===== src/rtl/core/sorted_priority_queue_unit_defines.svh =====
// Assertion macros for the sorted priority queue unit.
// No dependencies; taken in by the top level with `include.
`ifndef SORTED_PRIORITY_QUEUE_UNIT_DEFINES_SVH
`define SORTED_PRIORITY_QUEUE_UNIT_DEFINES_SVH

// Same-cycle implication, checked outside reset.
`define SPQ_ASSERT_NOW(lbl, clk, rst, ante, cons, msg) \
   lbl: assert property (@(posedge clk) disable iff (rst) (ante) |-> (cons)) \
      else $error(msg);

// Next-cycle implication, checked outside reset.
`define SPQ_ASSERT_NEXT(lbl, clk, rst, ante, cons, msg) \
   lbl: assert property (@(posedge clk) disable iff (rst) (ante) |=> (cons)) \
      else $error(msg);

`endif


===== src/rtl/core/spq_pkg.sv =====
// Shared types and constants of the sorted priority queue.
// No dependencies; used by spq_cell and sorted_priority_queue_unit.
`default_nettype none

package spq_pkg;

   localparam int CAPACITY   = 64;
   localparam int CNT_W      = $clog2(CAPACITY + 1);
   localparam int ID_W       = 16;
   localparam int PRIO_W     = 32;
   localparam int HELD_W     = 7;

   localparam logic OP_INSERT = 1'b0;
   localparam logic OP_SERVE  = 1'b1;

   typedef enum logic [1:0] {
      STATUS_DONE  = 2'd0,
      STATUS_FULL  = 2'd1,
      STATUS_EMPTY = 2'd2
   } spq_status_type;

   // One stored entry of a cell.
   typedef struct packed {
      logic                     valid;
      logic signed [PRIO_W-1:0] prio;
      logic [ID_W-1:0]          id;
   } spq_entry_type;

   // Command broadcast to every cell for one beat.
   typedef struct packed {
      logic                     insert;
      logic                     serve;
      logic signed [PRIO_W-1:0] prio;
      logic [ID_W-1:0]          id;
   } spq_cmd_type;

endpackage

`default_nettype wire


===== src/rtl/core/spq_cell.sv =====
// One cell of the sorted queue row: holds one entry, compares it with the
// broadcast insert and takes data from its left or right neighbor. Uses spq_pkg.
`default_nettype none

module spq_cell (
   input  wire logic                  clock,
   input  wire logic                  reset,
   input  wire spq_pkg::spq_cmd_type   cmd,
   input  wire logic                  head_hit,
   input  wire logic                  tie_ok,
   input  wire logic                  left_hit,
   input  wire spq_pkg::spq_entry_type left_entry,
   input  wire spq_pkg::spq_entry_type right_entry,
   output spq_pkg::spq_entry_type      entry,
   output logic                        hit
);
   import spq_pkg::*;

   spq_entry_type entry_ff;
   spq_entry_type entry_in;

   // The new entry lands at or before this cell.
   always_comb begin
      hit = head_hit || !entry_ff.valid || (cmd.prio > entry_ff.prio) ||
            (tie_ok && (cmd.prio == entry_ff.prio));
   end

   always_comb begin
      entry_in = entry_ff;
      if (cmd.insert) begin
         if (hit && !left_hit) begin
            entry_in.valid = 1'b1;
            entry_in.prio  = cmd.prio;
            entry_in.id    = cmd.id;
         end else if (hit) begin
            entry_in = left_entry;
         end
      end else if (cmd.serve) begin
         entry_in = right_entry;
      end
   end

   always_ff @(posedge clock) begin
      if (reset) begin
         entry_ff.valid <= 1'b0;
      end else begin
         entry_ff <= entry_in;
      end
   end

   assign entry = entry_ff;

endmodule

`default_nettype wire


===== config.mk =====
export PLATFORM = sky130hd
export DESIGN_NAME = spq_cell
export DESIGN_NICKNAME = d
export VERILOG_FILES = /design/src/rtl/core/sorted_priority_queue_unit_defines.svh /design/src/rtl/core/spq_pkg.sv /design/src/rtl/core/spq_cell.sv
export SDC_FILE = /design/constraint.sdc
export NUM_CORES = 1
export LEC_CHECK = 0
export BUFFER_PORTS_ARGS = -buffer_cell sky130_fd_sc_hd__buf_2
export CAP_MARGIN = 20
export CELL_PAD_IN_SITES_DETAIL_PLACEMENT = 1
export CELL_PAD_IN_SITES_GLOBAL_PLACEMENT = 1
export CORE_MARGIN = 8
export CORE_UTILIZATION = 29
export CTS_BUF_LIST = sky130_fd_sc_hd__clkbuf_8
export CTS_CLUSTER_SIZE = 24
export DETAILED_ROUTE_END_ITERATION = 7
export PLACE_DENSITY = 0.78
export REMOVE_ABC_BUFFERS = 1
export SLEW_MARGIN = 20
export SYNTH_ARGS = -nofsm -noshare
export SYNTH_HDL_FRONTEND = slang
export SYNTH_SLANG_ARGS = --single-unit

===== constraint.sdc =====
create_clock -name clock -period 12.3 [get_ports clock]
set_input_delay 0.615 -clock clock [delete_from_list [all_inputs] [get_ports clock]]
set_output_delay 0.615 -clock clock [all_outputs]
set_load 0.02 [all_outputs]

# After elaboration in Yosys (flattened, before gate mapping)
# Cells that the tools add are included.
[word_totals]
memories = 0
romBits = 0
mem_bits_rw = 0
reg_bits = 49
latch_bits = 0
[op_classes]
n_addsub = 0
n_mux = 4
n_eq_ne = 2
n_bitwise = 1
shifts = 0
reduce_logical = 10
n_div = 0
magnitude_cmp = 1
n_mul = 0
[op_table]
columns = ["operator", "n"]
rows = [
  ["49-bit 2-to-1 mux", 4],
  ["32-bit == test", 1],
  ["32-bit > comparator", 1],
  ["1-bit logical OR", 3],
  ["3-bit by 1-bit != test with 1-bit output (second input constant)", 1],
  ["3-bit AND reduction", 1],
  ["1-bit logical AND", 2],
  ["1-bit logical NOT", 2],
  ["2-bit AND reduction", 1],
  ["2-bit nonzero test", 1],
  ["1-bit inverter", 1],
]

# Logic depth before layout (Yosys ltp)
# Gate-level depths: netlist of the first run.
[depth]
word_depth = 7
ltp_mapped = 12
depth_no_buf = 9

# Worst setup path after synthesis of the first run
# Ideal clock, no wire load.
[synth_path]
kind = "input port to flip-flop"
startpoint = "input port cmd[30] (netlist name)"
endpoint = "register entry_ff (netlist bit entry[0]), enable pin"
setup_ps = 460
cell_stages = 8
path_slack_ps = 7331
t_arrival_ps = 4509
path_cell_list = "ha_1 -> nand4_2 -> or4_1 -> o21ai_1 -> and3b_1 -> a211oi_1 -> o22a_1 -> nor2b_1"
[synth_between]
elab_chain_cells = 6
[synth_rtl]
columns = ["element", "line_no", "text"]
rows = [
  ["start: declaration", "spq_cell.sv:8", "input wire spq_pkg::spq_cmd_type cmd,"],
  ["32-bit > comparator or 32-bit == test (tied branches)", "spq_cell.sv:24, spq_cell.sv:25", ""],
  ["1-bit logical OR or 1-bit logical AND (tied branches)", "spq_cell.sv:24, spq_cell.sv:25", ""],
  ["1-bit logical OR (*)", "spq_cell.sv:24", "hit = head_hit || !entry_ff.valid || (cmd.prio > entry_ff.prio) ||"],
  ["1-bit logical AND", "spq_cell.sv:31", "if (hit && !left_hit) begin"],
  ["3-bit by 1-bit != test with 1-bit output (no source line) (*)", "--", ""],
  ["3-bit AND reduction (no source line) (*)", "--", ""],
  ["end signal: assignment", "spq_cell.sv:47", "entry_ff <= entry_in;"],
  ["end: declaration", "spq_cell.sv:19", "spq_entry_type entry_ff;"],
]
# Every way passes the cells marked *; elsewhere a longest branch is shown, timed or not.
# A chain may end at the register's enable or synchronous reset.

# Final worst setup path of the first run
[layout_path]
startpoint = "input port cmd[27] (netlist name)"
endpoint = "register entry_ff (netlist bit entry[20]), enable pin"
# Same word-level chain as after synthesis.

==> impl_metrics.toml, run 1 <==
[worst_setup_path]
cpPeakStageDelay_ns = 0.60
startpoint = "cmd[27]"
required_ns = 12.25
cp_slowest_cell = "or4_1"
critPathLaunchType = "primary input"
critical_path_class = "in2reg"
worstSetupEndpointType = "flip-flop"
worstPathMaxFanout = 48
timing.rr.start = "entry[27]"
r2r_end = "entry[20]"
regToRegSetupSlack_ns = 8.89
worstPathCellList = "buf_2 -> ha_1 -> nand4_1 -> or4_1 -> o21ai_1 -> and3b_1 -> a211oi_1 -> o22a_1 -> nor2b_4 -> buf_4"
reg2regPathDepth = 10
crit_arrival_ns = 3.37
worstSetupEndpoint = "entry[20]"

[clocking]
cts_tree = "built"
cts_buffers = 5
clk_pin_slew_ns = 0.09
clockRootBuffer = "clkbuf_8"
clk_path_buf_depth = 2
htreeDepth = 2
clk_latency_ns = 0.31
postCtsSetupBuffers = 0
cts_sinks = 49
cts-hold-fix-buffers = 0
cts_resized = 0

[floorplanning]
start_util_pct = 29.27
rows = 40
die_area_mm2 = 0.01567
core_area_mm2 = 0.01181
ioPinCount = 203
die_y_um = 125.2
fp.dieW_um = 125.2

[global_routing]
grt_pass1_wl_um = 18930
grt_max_degree = 66
grt_pass1_vias = 3787
grt_antenna_before_repair = 1
gr-total-overflow = 0
grt_usage_pct = 14.84

[timing]
hold_viol = 0
worst_slew_pin_slew_ns = 0.9483
fin_skew_ns = 0.004150
setup_tns_ns = 0
worst_slack_ns = 8.878
maxSlewViolCount = 0
setup_viol = 0
slew_headroom_pct = 36.78
rsz0062_at_grt = "no"
max_freq_mhz = 292.2
period_share_pct = 27.82
finalCriticalPeriod_ns = 3.422

[hold_path]
min_from = "reset"
min_path_type = "in2reg"

[run]
maxCapViolations = 0

[yosys]
synthArstFlopShare_pct = 0
ys_ff_latch = 49
synth_top_area_share_pct = 41.69
synth-edff-count = 48
synth_area_per_cell_um2 = 10.08
synthDistinctLibCells = 40
syn_inst = 343
yosysTopAreaCell = "edfxtp_1"
syn_area_mm2 = 0.003457
synthTopCellsByArea = "edfxtp_1 (42%), mux2i_1 (14%), ha_1 (12%)"
synth_ff_type = "edfxtp_1"
ys_seq_area_share_pct = 42.27
ys_warn_count = 0

[layout]
drive_gt1_share_pct = 39.78
fillers = 1438
layout_commonest_cell = "buf_2"
final_nets = 722
largest_reg_flops = 49
postLayoutCoreUtil_pct = 39.30
finalInstanceArea_mm2 = 0.004642
final_cell_mix = "buf_2 (201), a21oi_1 (60), nor2_1 (49)"
syn_to_final_growth_pct = 34.27
n_antenna_cell = 0

[route]
drc_errors = 0
drt_first_pass_iters = 5
drtAntennaViolNets = 0
drt_iter0_markers = 46
routed_via_density = 4.822
totalWireLength_um = 11730
routedWlPerCell_um = 17.12
vias = 3303

[pwr]
total_power_uw = 436.5
peakVddDrop_mv = 0.03288
p_leak_uw = 0.002325
power_density_mw_per_mm2 = 94.03

[placement]
finalWeightedCongestion = 0.7637
place.detailed.hpwl_um = 9752
placed_area_mm2 = 0.004561
pre_cts_slack_ns = 8.524
placement.io_buffers = 202

[outcome]
status = "finished clean"
-- per-layer routing --
metal / track usage (%) / vias to the layer above / part of all wire, %
li1: - / 1643 / -
met1: 15.38 / 1528 / 39
met2: 27.96 / 118 / 53
met3: 4.462 / 12 / 6.8
met4: 4.656 / 2 / 1.6
met5: 0 / - / 0.11
-- cell usage after synthesis, types with 2 or more instances --
| cell type | count |
|---|---|
| o31ai_1 | 2 |
| nand3_1 | 2 |
| a21oi_1 | 60 |
| nand4_1 | 4 |
| inv_1 | 32 |
| edfxtp_1 | 48 |
| a211oi_1 | 2 |
| a21o_1 | 2 |
| and4_1 | 5 |
| nor2_1 | 49 |
| buf_4 | 3 |
| nor2b_1 | 3 |
| mux2i_1 | 48 |
| o211ai_1 | 3 |
| ha_1 | 32 |
| nand2_1 | 7 |
| nor3_1 | 3 |
| buf_12 | 3 |
| o21ai_0 | 4 |
| clkbuf_1 | 11 |
-- worst min path at each step --
stage | endpoint | slack, ns | cells after the start
after floorplan | entry[48] | 0.66 | 2
after global placement | entry[48] | 0.61 | 2
after detailed placement | entry[48] | 0.63 | 2
after CTS | entry[48] | 0.49 | 2
after global routing | entry[48] | 0.49 | 2
final | entry[48] | 0.51 | 2
-- through the flow --
stage | hold slack (ns) | std cells
finish | 0.5083 | 685
global route | 0.4933 | 685
CTS | 0.4896 | 685
detailed placement | 0.6254 | 677
global placement | 0.6051 | 677
floorplan | 0.6625 | 326
-- worst max-delay path: cells and delay by family --
family | cells | cell delay (ns)
AO/OA/AOI/OAI | 3 | 0.62
adder cells (fa/ha/maj) | 1 | 0.32
buffers and inverters | 2 | 0.63
AND/OR/NAND/NOR | 4 | 1.14
-- area by class of cell --
type	instances	area [µm²]	area share, %
multi-input combinational	245	1767	38.06
inverter	32	120.1	2.588
clock inverter	3	12.51	0.2695
tap	147	183.9	3.962
timing repair buffer	204	1028	22.16
sequential	49	1461	31.48
clock buffer	5	68.82	1.482
-- report_power, final --
part	switching, µW	internal, µW
Sequential	4.97	200
Clock	54.9	38.5
Combinational	78.2	59.7
Total	138	298
-- cells by family after synthesis --
kind of cell | synth area share (%)
muxes | 13.90
and+or+nand+nor | 11.29
AOI/OAI and AO/OA | 13.90
DFF | 42.27
adders and majority gates | 11.58
buffers and inverters | 7.058
No activity file was read; power rests on OpenSTA's default activity.
==> run 2, diff against run 1 <==
--- a/config.mk
+++ b/config.mk
@@ -5,16 +5,17 @@
 export SDC_FILE = /design/constraint.sdc
 export NUM_CORES = 1
 export LEC_CHECK = 0
+export ABC_AREA = 1
 export BUFFER_PORTS_ARGS = -buffer_cell sky130_fd_sc_hd__buf_2
 export CAP_MARGIN = 20
 export CELL_PAD_IN_SITES_DETAIL_PLACEMENT = 1
 export CELL_PAD_IN_SITES_GLOBAL_PLACEMENT = 1
 export CORE_MARGIN = 8
-export CORE_UTILIZATION = 29
+export CORE_UTILIZATION = 28
 export CTS_BUF_LIST = sky130_fd_sc_hd__clkbuf_8
 export CTS_CLUSTER_SIZE = 24
 export DETAILED_ROUTE_END_ITERATION = 7
-export PLACE_DENSITY = 0.78
+export PLACE_DENSITY = 0.82
 export REMOVE_ABC_BUFFERS = 1
 export SLEW_MARGIN = 20
 export SYNTH_ARGS = -nofsm -noshare
==> constraint.sdc (replaced) <==
create_clock -name clock -period 2.76 [get_ports clock]
set_input_delay 0.138 -clock clock [delete_from_list [all_inputs] [get_ports clock]]
set_output_delay 0.138 -clock clock [all_outputs]
set_load 0.02 [all_outputs]
==> run 2 against run 1 <==
Effect of this change:
- worst hold slack lost 0.44 ns
- clock skew grew 0.0069 ns
- register-to-register slack lost 8.7 ns
- synthesized cell count rose by 54%
- flip-flop and latch count unchanged
- clock-buffer cell count is 2 higher
- sequential share of layout area fell by 3.3 points
- first-iteration DRC count up 41%
- global-route usage increased by 0.18 points
- final cell count up 32%
- critical path depth grew 6
- largest cell class unchanged
==> impl_metrics.toml, run 2 <==
[outcome]
status = "finished clean"

[yosys]
synth_top_area_share_pct = 38.83
synth_commonest_cells = "nand2_1 (186), inv_1 (96), nor2_1 (57)"
synthDistinctLibCells = 25
synth_area_per_cell_um2 = 7.031
synthArstFlopShare_pct = 0
yosysTopAreaCell = "edfxtp_1"
synth_most_common_cell = "nand2_1"
syn_area_mm2 = 0.003712
ys_ff_latch = 49
synth_ff_type = "edfxtp_1"
syn_inst = 528
ys_warn_count = 0
synth-edff-count = 48
synthTopCellsByArea = "edfxtp_1 (39%), nand2_1 (19%), ha_1 (11%)"
ys_seq_area_share_pct = 39.37

[floorplanning]
die_y_um = 131.1
die_area_mm2 = 0.01720
fp.dieW_um = 131.1
rows = 42
core_area_mm2 = 0.01309
start_util_pct = 28.37
ioPinCount = 203

[worst_setup_path]
critPathLaunchType = "flip-flop"
critical_path_class = "reg2reg"
timing.rr.start = "entry[43]"
r2r_end = "entry[39]"
reg2regPathDepth = 16
required_ns = 2.79
crit_arrival_ns = 2.61
regToRegSetupSlack_ns = 0.19
worstSetupEndpointType = "flip-flop"
worstPathMaxFanout = 6

[clocking]
clk_path_buf_depth = 2
clk_pin_slew_ns = 0.10
clk_latency_ns = 0.31
cts_tree = "built"
cts_sinks = 49
cts-hold-fix-buffers = 0
htreeDepth = 2
cts_buffers = 5
clockRootBuffer = "clkbuf_8"

[hold_path]
worstHoldPathCells = 4
hold_end = "entry[48]"
min_from = "reset"
min_path_type = "in2reg"

[run]
maxCapViolations = 0

[route]
top_layer = "met5"
met3_length_um = 1140
vias = 3891
wl_met1_um = 5570
route.met2.wl_um = 6374
drt_iter0_markers = 65
drc_errors = 0
drtAntennaViolNets = 0
drt_first_pass_iters = 4
totalWireLength_um = 13190
routedWlPerCell_um = 14.55
routed_via_density = 4.290

[placement]
finalWeightedCongestion = 0.7417
dp.cells = 892
placement.io_buffers = 202
place.detailed.hpwl_um = 10810
placed_area_mm2 = 0.004941

[global_routing]
grt_pass1_vias = 4321
grt_usage_pct = 15.02
grt_antenna_before_repair = 1
grt_max_degree = 51
gr-total-overflow = 0
grt_pass1_wl_um = 21330

[layout]
largest_reg_flops = 49
stdcell_count = 907
final_cell_mix = "buf_2 (202), nand2_1 (184), inv_1 (95)"
layout_commonest_cell = "buf_2"
drive_gt1_share_pct = 33.24
fillers = 1748
n_antenna_cell = 0
multi_input_area_mm2 = 0.001827
final_nets = 915
syn_to_final_growth_pct = 39.70
seq_area_mm2 = 0.001461
finalInstanceArea_mm2 = 0.005186

[timing]
fin_skew_ns = 0.01108
finalCriticalPeriod_ns = 2.573
worst_slew_pin_slew_ns = 0.9257
maxSlewViolCount = 0
slew_headroom_pct = 38.20
period_share_pct = 93.23
max_freq_mhz = 388.6
setup_viol = 0
hold_viol = 0

[pwr]
power_density_mw_per_mm2 = 392.5
p_leak_uw = 0.002905
peakVddDrop_mv = 0.1797
## run 2: metrics by stage
stage	setup WS, ns	utilization, %	hold WS (ns)	total power (µW)	setup TNS, ns
6_report	0.1868	39.63	0.07108	2036	0
3_3_place_gp	0.2159	37.76	0.3983	1541	0
3_5_place_dp	0.07755	37.76	0.4013	1558	0
4_1_cts	0.06367	38.54	0.05411	2048	0
2_1_floorplan	-0.6425	-	0.2917	1264	-40.42
5_1_grt	-0.01235	39.63	0.09890	2189	-0.2228
## run 2: repair_timing
item                                    4_1_cts  5_1_grt
endpoints found under the hold margin         0        0
resized for setup                             0       13
setup buffers                                 0        3
endpoints found under the setup margin        0       62
## run 2: critical path: stages, from the launching register on
cell and delay (ns):
edfxtp_1 0.35, inv_1 0.05, ha_1 0.29, nand2_1 0.08, nor2_1 0.19, nand2_2 0.11
nor3_2 0.10, nand4_1 0.10, o21bai_1 0.18, inv_1 0.06, nand2_1 0.06, inv_2 0.04
nand2_4 0.08, nand2_1 0.07, o21ai_2 0.08, and2_4 0.27, clkbuf_16 0.19
## run 2: worst max-delay path by stage
stage / from / to / slack, ns / cells past startpoint
after CTS: entry[31] / entry[29] / 0.06 / 18
after detailed placement: entry[31] / entry[36] / 0.08 / 18
after floorplan: entry[47] / entry[0] / -0.64 / 15
final: entry[43] / entry[39] / 0.19 / 16
after global routing: entry[31] / entry[38] / -0.01 / 18
after global placement: entry[31] / entry[31] / 0.22 / 18
## run 2: where the power goes
group	total [µW]	leakage [µW]	internal, µW	switching, µW
combinational	652	0.00239	272	381
clock	476	0.0000542	227	249
sequential	907	0.000466	887	20.2
## run 2: layout make-up
cell class	instances	share of cell area [%]
well taps	176	4.246
multi-input cells	360	35.22
clock inverters	1	0.09650
flip-flops and latches	49	28.18
inverters	98	7.093
clock buffers	7	1.858
repair buffers	216	23.31
## run 2: cells by family (layout without fill, tap and decap cells)
kind of cell,after synthesis,after routing,synth area share [%]
compound gates,69,69,9.505
fa+ha+maj,32,32,10.79
buf+inv,119,322,12.91
flops,49,49,39.37
simple gates,259,259,27.44
## run 2: routing by layer
| metal | vias to the layer above | GRT usage (%) |
|---|---|---|
| met2 | 119 | 26.47 |
| li1 | 2036 | - |
| met5 | - | 0 |
| met3 | 8 | 6.136 |
| met1 | 1726 | 16.71 |
| met4 | 2 | 2.711 |
==> run 3, diff against run 2 <==
--- a/config.mk
+++ b/config.mk
@@ -11,11 +11,11 @@
 export CELL_PAD_IN_SITES_DETAIL_PLACEMENT = 1
 export CELL_PAD_IN_SITES_GLOBAL_PLACEMENT = 1
 export CORE_MARGIN = 8
-export CORE_UTILIZATION = 28
+export CORE_UTILIZATION = 29
 export CTS_BUF_LIST = sky130_fd_sc_hd__clkbuf_8
 export CTS_CLUSTER_SIZE = 24
 export DETAILED_ROUTE_END_ITERATION = 7
-export PLACE_DENSITY = 0.82
+export PLACE_DENSITY = 0.81
 export REMOVE_ABC_BUFFERS = 1
 export SLEW_MARGIN = 20
 export SYNTH_ARGS = -nofsm -noshare
==> constraint.sdc (replaced) <==
create_clock -name clock -period 3 [get_ports clock]
set_input_delay 0.15 -clock clock [delete_from_list [all_inputs] [get_ports clock]]
set_output_delay 0.15 -clock clock [all_outputs]
set_load 0.02 [all_outputs]
==> run 3 against run 2 <==
Effect of this change:
- via count up 3.1%
- utilization up 0.33 points
- global-route usage up 0.71 points
- clock-buffer cell count down 2
- worst hold slack better by 0.0077 ns
- flip-flop and latch count unchanged
- total power down 6.7%
- register-to-register slack better by 0.13 ns
- critical path depth unchanged
- clock power up 4%
==> impl_metrics.toml, run 3 (same netlist as run 2, synthesis figures left out) <==
[outcome]
status = "finished clean"

[route]
routedWlPerCell_um = 14.97
routed_via_density = 4.482
drtAntennaViolNets = 0
vias = 4011
totalWireLength_um = 13400
drt_first_pass_iters = 4
drt_iter0_markers = 136
drc_errors = 0

[floorplanning]
die_y_um = 129.1
start_util_pct = 29.54
rows = 41
core_area_mm2 = 0.01257
die_area_mm2 = 0.01668
ioPinCount = 203
fp.dieW_um = 129.1

[worst_setup_path]
cpMostUsedCell = "nand2_1"
worstPathMaxFanout = 26
cp_num_buf_inv = 2
critPathLaunchType = "flip-flop"
worstSetupEndpointType = "flip-flop"
cpPeakStageDelay_ns = 0.36
crit_arrival_ns = 2.70
worstPathCellList = "inv_1 -> ha_1 -> nand2_1 -> nor2_1 -> nand2_1 -> nor3_2 -> nand2_1 -> nand2_1 -> nand2_1 -> nand2_1 -> nand2_1 -> nand2_4 -> nand2_1 -> o21ai_0 -> and2_4 -> buf_12"
required_ns = 3.02
crit_family = "simple AND/OR/NAND/NOR gates"
startpoint = "entry[47]"
cp_slowest_cell = "edfxtp_1"
critical_path_class = "reg2reg"
timing.rr.start = "entry[47]"

[clocking]
clk_pin_slew_ns = 0.10
clk_latency_ns = 0.31
postCtsSetupBuffers = 0
clockRootBuffer = "clkbuf_8"
cts_buffers = 5
cts_tree = "built"
cts-hold-fix-buffers = 0
cts_sinks = 49
clk_path_buf_depth = 2
htreeDepth = 2
cts_resized = 0

[timing]
setup_viol = 0
period_share_pct = 89.52
finalCriticalPeriod_ns = 2.686
worst_slew_pin_slew_ns = 0.9565
max_freq_mhz = 372.4
maxSlewViolCount = 0
slew_headroom_pct = 36.14
hold_viol = 0
rsz0062_at_grt = "no"
fin_skew_ns = 0.009249

[global_routing]
grt_antenna_before_repair = 0
grt_max_degree = 55
grt_usage_pct = 15.73
grt_pass1_vias = 4419
gr-total-overflow = 0
grt_pass1_wl_um = 21090

[layout]
layout_commonest_cell = "buf_2"
drive_gt1_share_pct = 30.84
syn_to_final_growth_pct = 35.29
fillers = 1663
largest_reg_flops = 49
finalInstanceArea_mm2 = 0.005022
final_cell_mix = "buf_2 (202), nand2_1 (186), inv_1 (96)"
final_nets = 907
n_antenna_cell = 0
stdcell_count = 895

[hold_path]
min_path_type = "in2reg"
min_from = "reset"

[pwr]
power_switching_uw = 611.4
power_frac_clock_pct = 26.1
pwr-share-seq_pct = 44.0
p_sw_share_pct = 32.19
internal_power_uw = 1288
power_density_mw_per_mm2 = 378.1
p_leak_uw = 0.002843
peakVddDrop_mv = 0.1633
comb_power_share_pct = 29.9

[placement]
placed_area_mm2 = 0.004903
placement.io_buffers = 202
finalWeightedCongestion = 0.7804
dp.cells = 887
place.detailed.hpwl_um = 10970

[run]
maxCapViolations = 0
[run 3: final timing paths]
check	end	cells past startpoint	slack [ns]
worst min-delay path	entry[48]	4	0.08
worst min register to register	entry[48]	3	0.63
worst max-delay path	entry[25]	16	0.31
worst max register to register	entry[25]	16	0.31
[run 3: layer usage]
layer / vias to the layer above / share of wire, % / GRT usage (%)
met5: - / 0 / 0
met4: 0 / 1.4 / 3.939
met3: 13 / 8.4 / 5.588
met2: 128 / 51 / 29.04
met1: 1853 / 39 / 16.58
li1: 2017 / - / -
[run 3: worst min-delay path, delay by kind of cell]
family | cells | cell delay (ns)
and+or+nand+nor | 1 | 0.06
AOI/OAI and AO/OA | 1 | 0.03
buffers and inverters | 2 | 0.12
[run 3: cell type report]
type	count	area (µm²)	share of cell area (%)
inverters	98	367.9	7.324
repair buffers	208	1089	21.67
clock inverters	3	41.29	0.8221
multi-input cells	360	1779	35.43
well taps	172	215.2	4.285
flip-flops and latches	49	1461	29.10
clock buffers	5	68.82	1.370
[run 3: power by group through the flow]
stage | sequential, µW | combinational, µW | clock, µW
after floorplan | 910 | 253 | 0
after global placement | 849 | 554 | 0
after detailed placement | 852 | 576 | 0
after CTS | 837 | 579 | 516
after global routing | 842 | 646 | 532
final | 836 | 568 | 495
[run 3: stage by stage]
step	hold WS (ns)	utilization, %	power (µW)	setup TNS (ns)	worst slack [ns]
floorplan	0.3037	-	1163	-19.32	-0.4025
global placement	0.3961	39.01	1403	0	0.3158
CTS	0.06147	39.89	1931	0	0.2033
finish	0.07878	39.96	1899	0	0.3144
detailed placement	0.4103	39.01	1428	0	0.2437
global route	0.09504	39.96	2021	0	0.03393
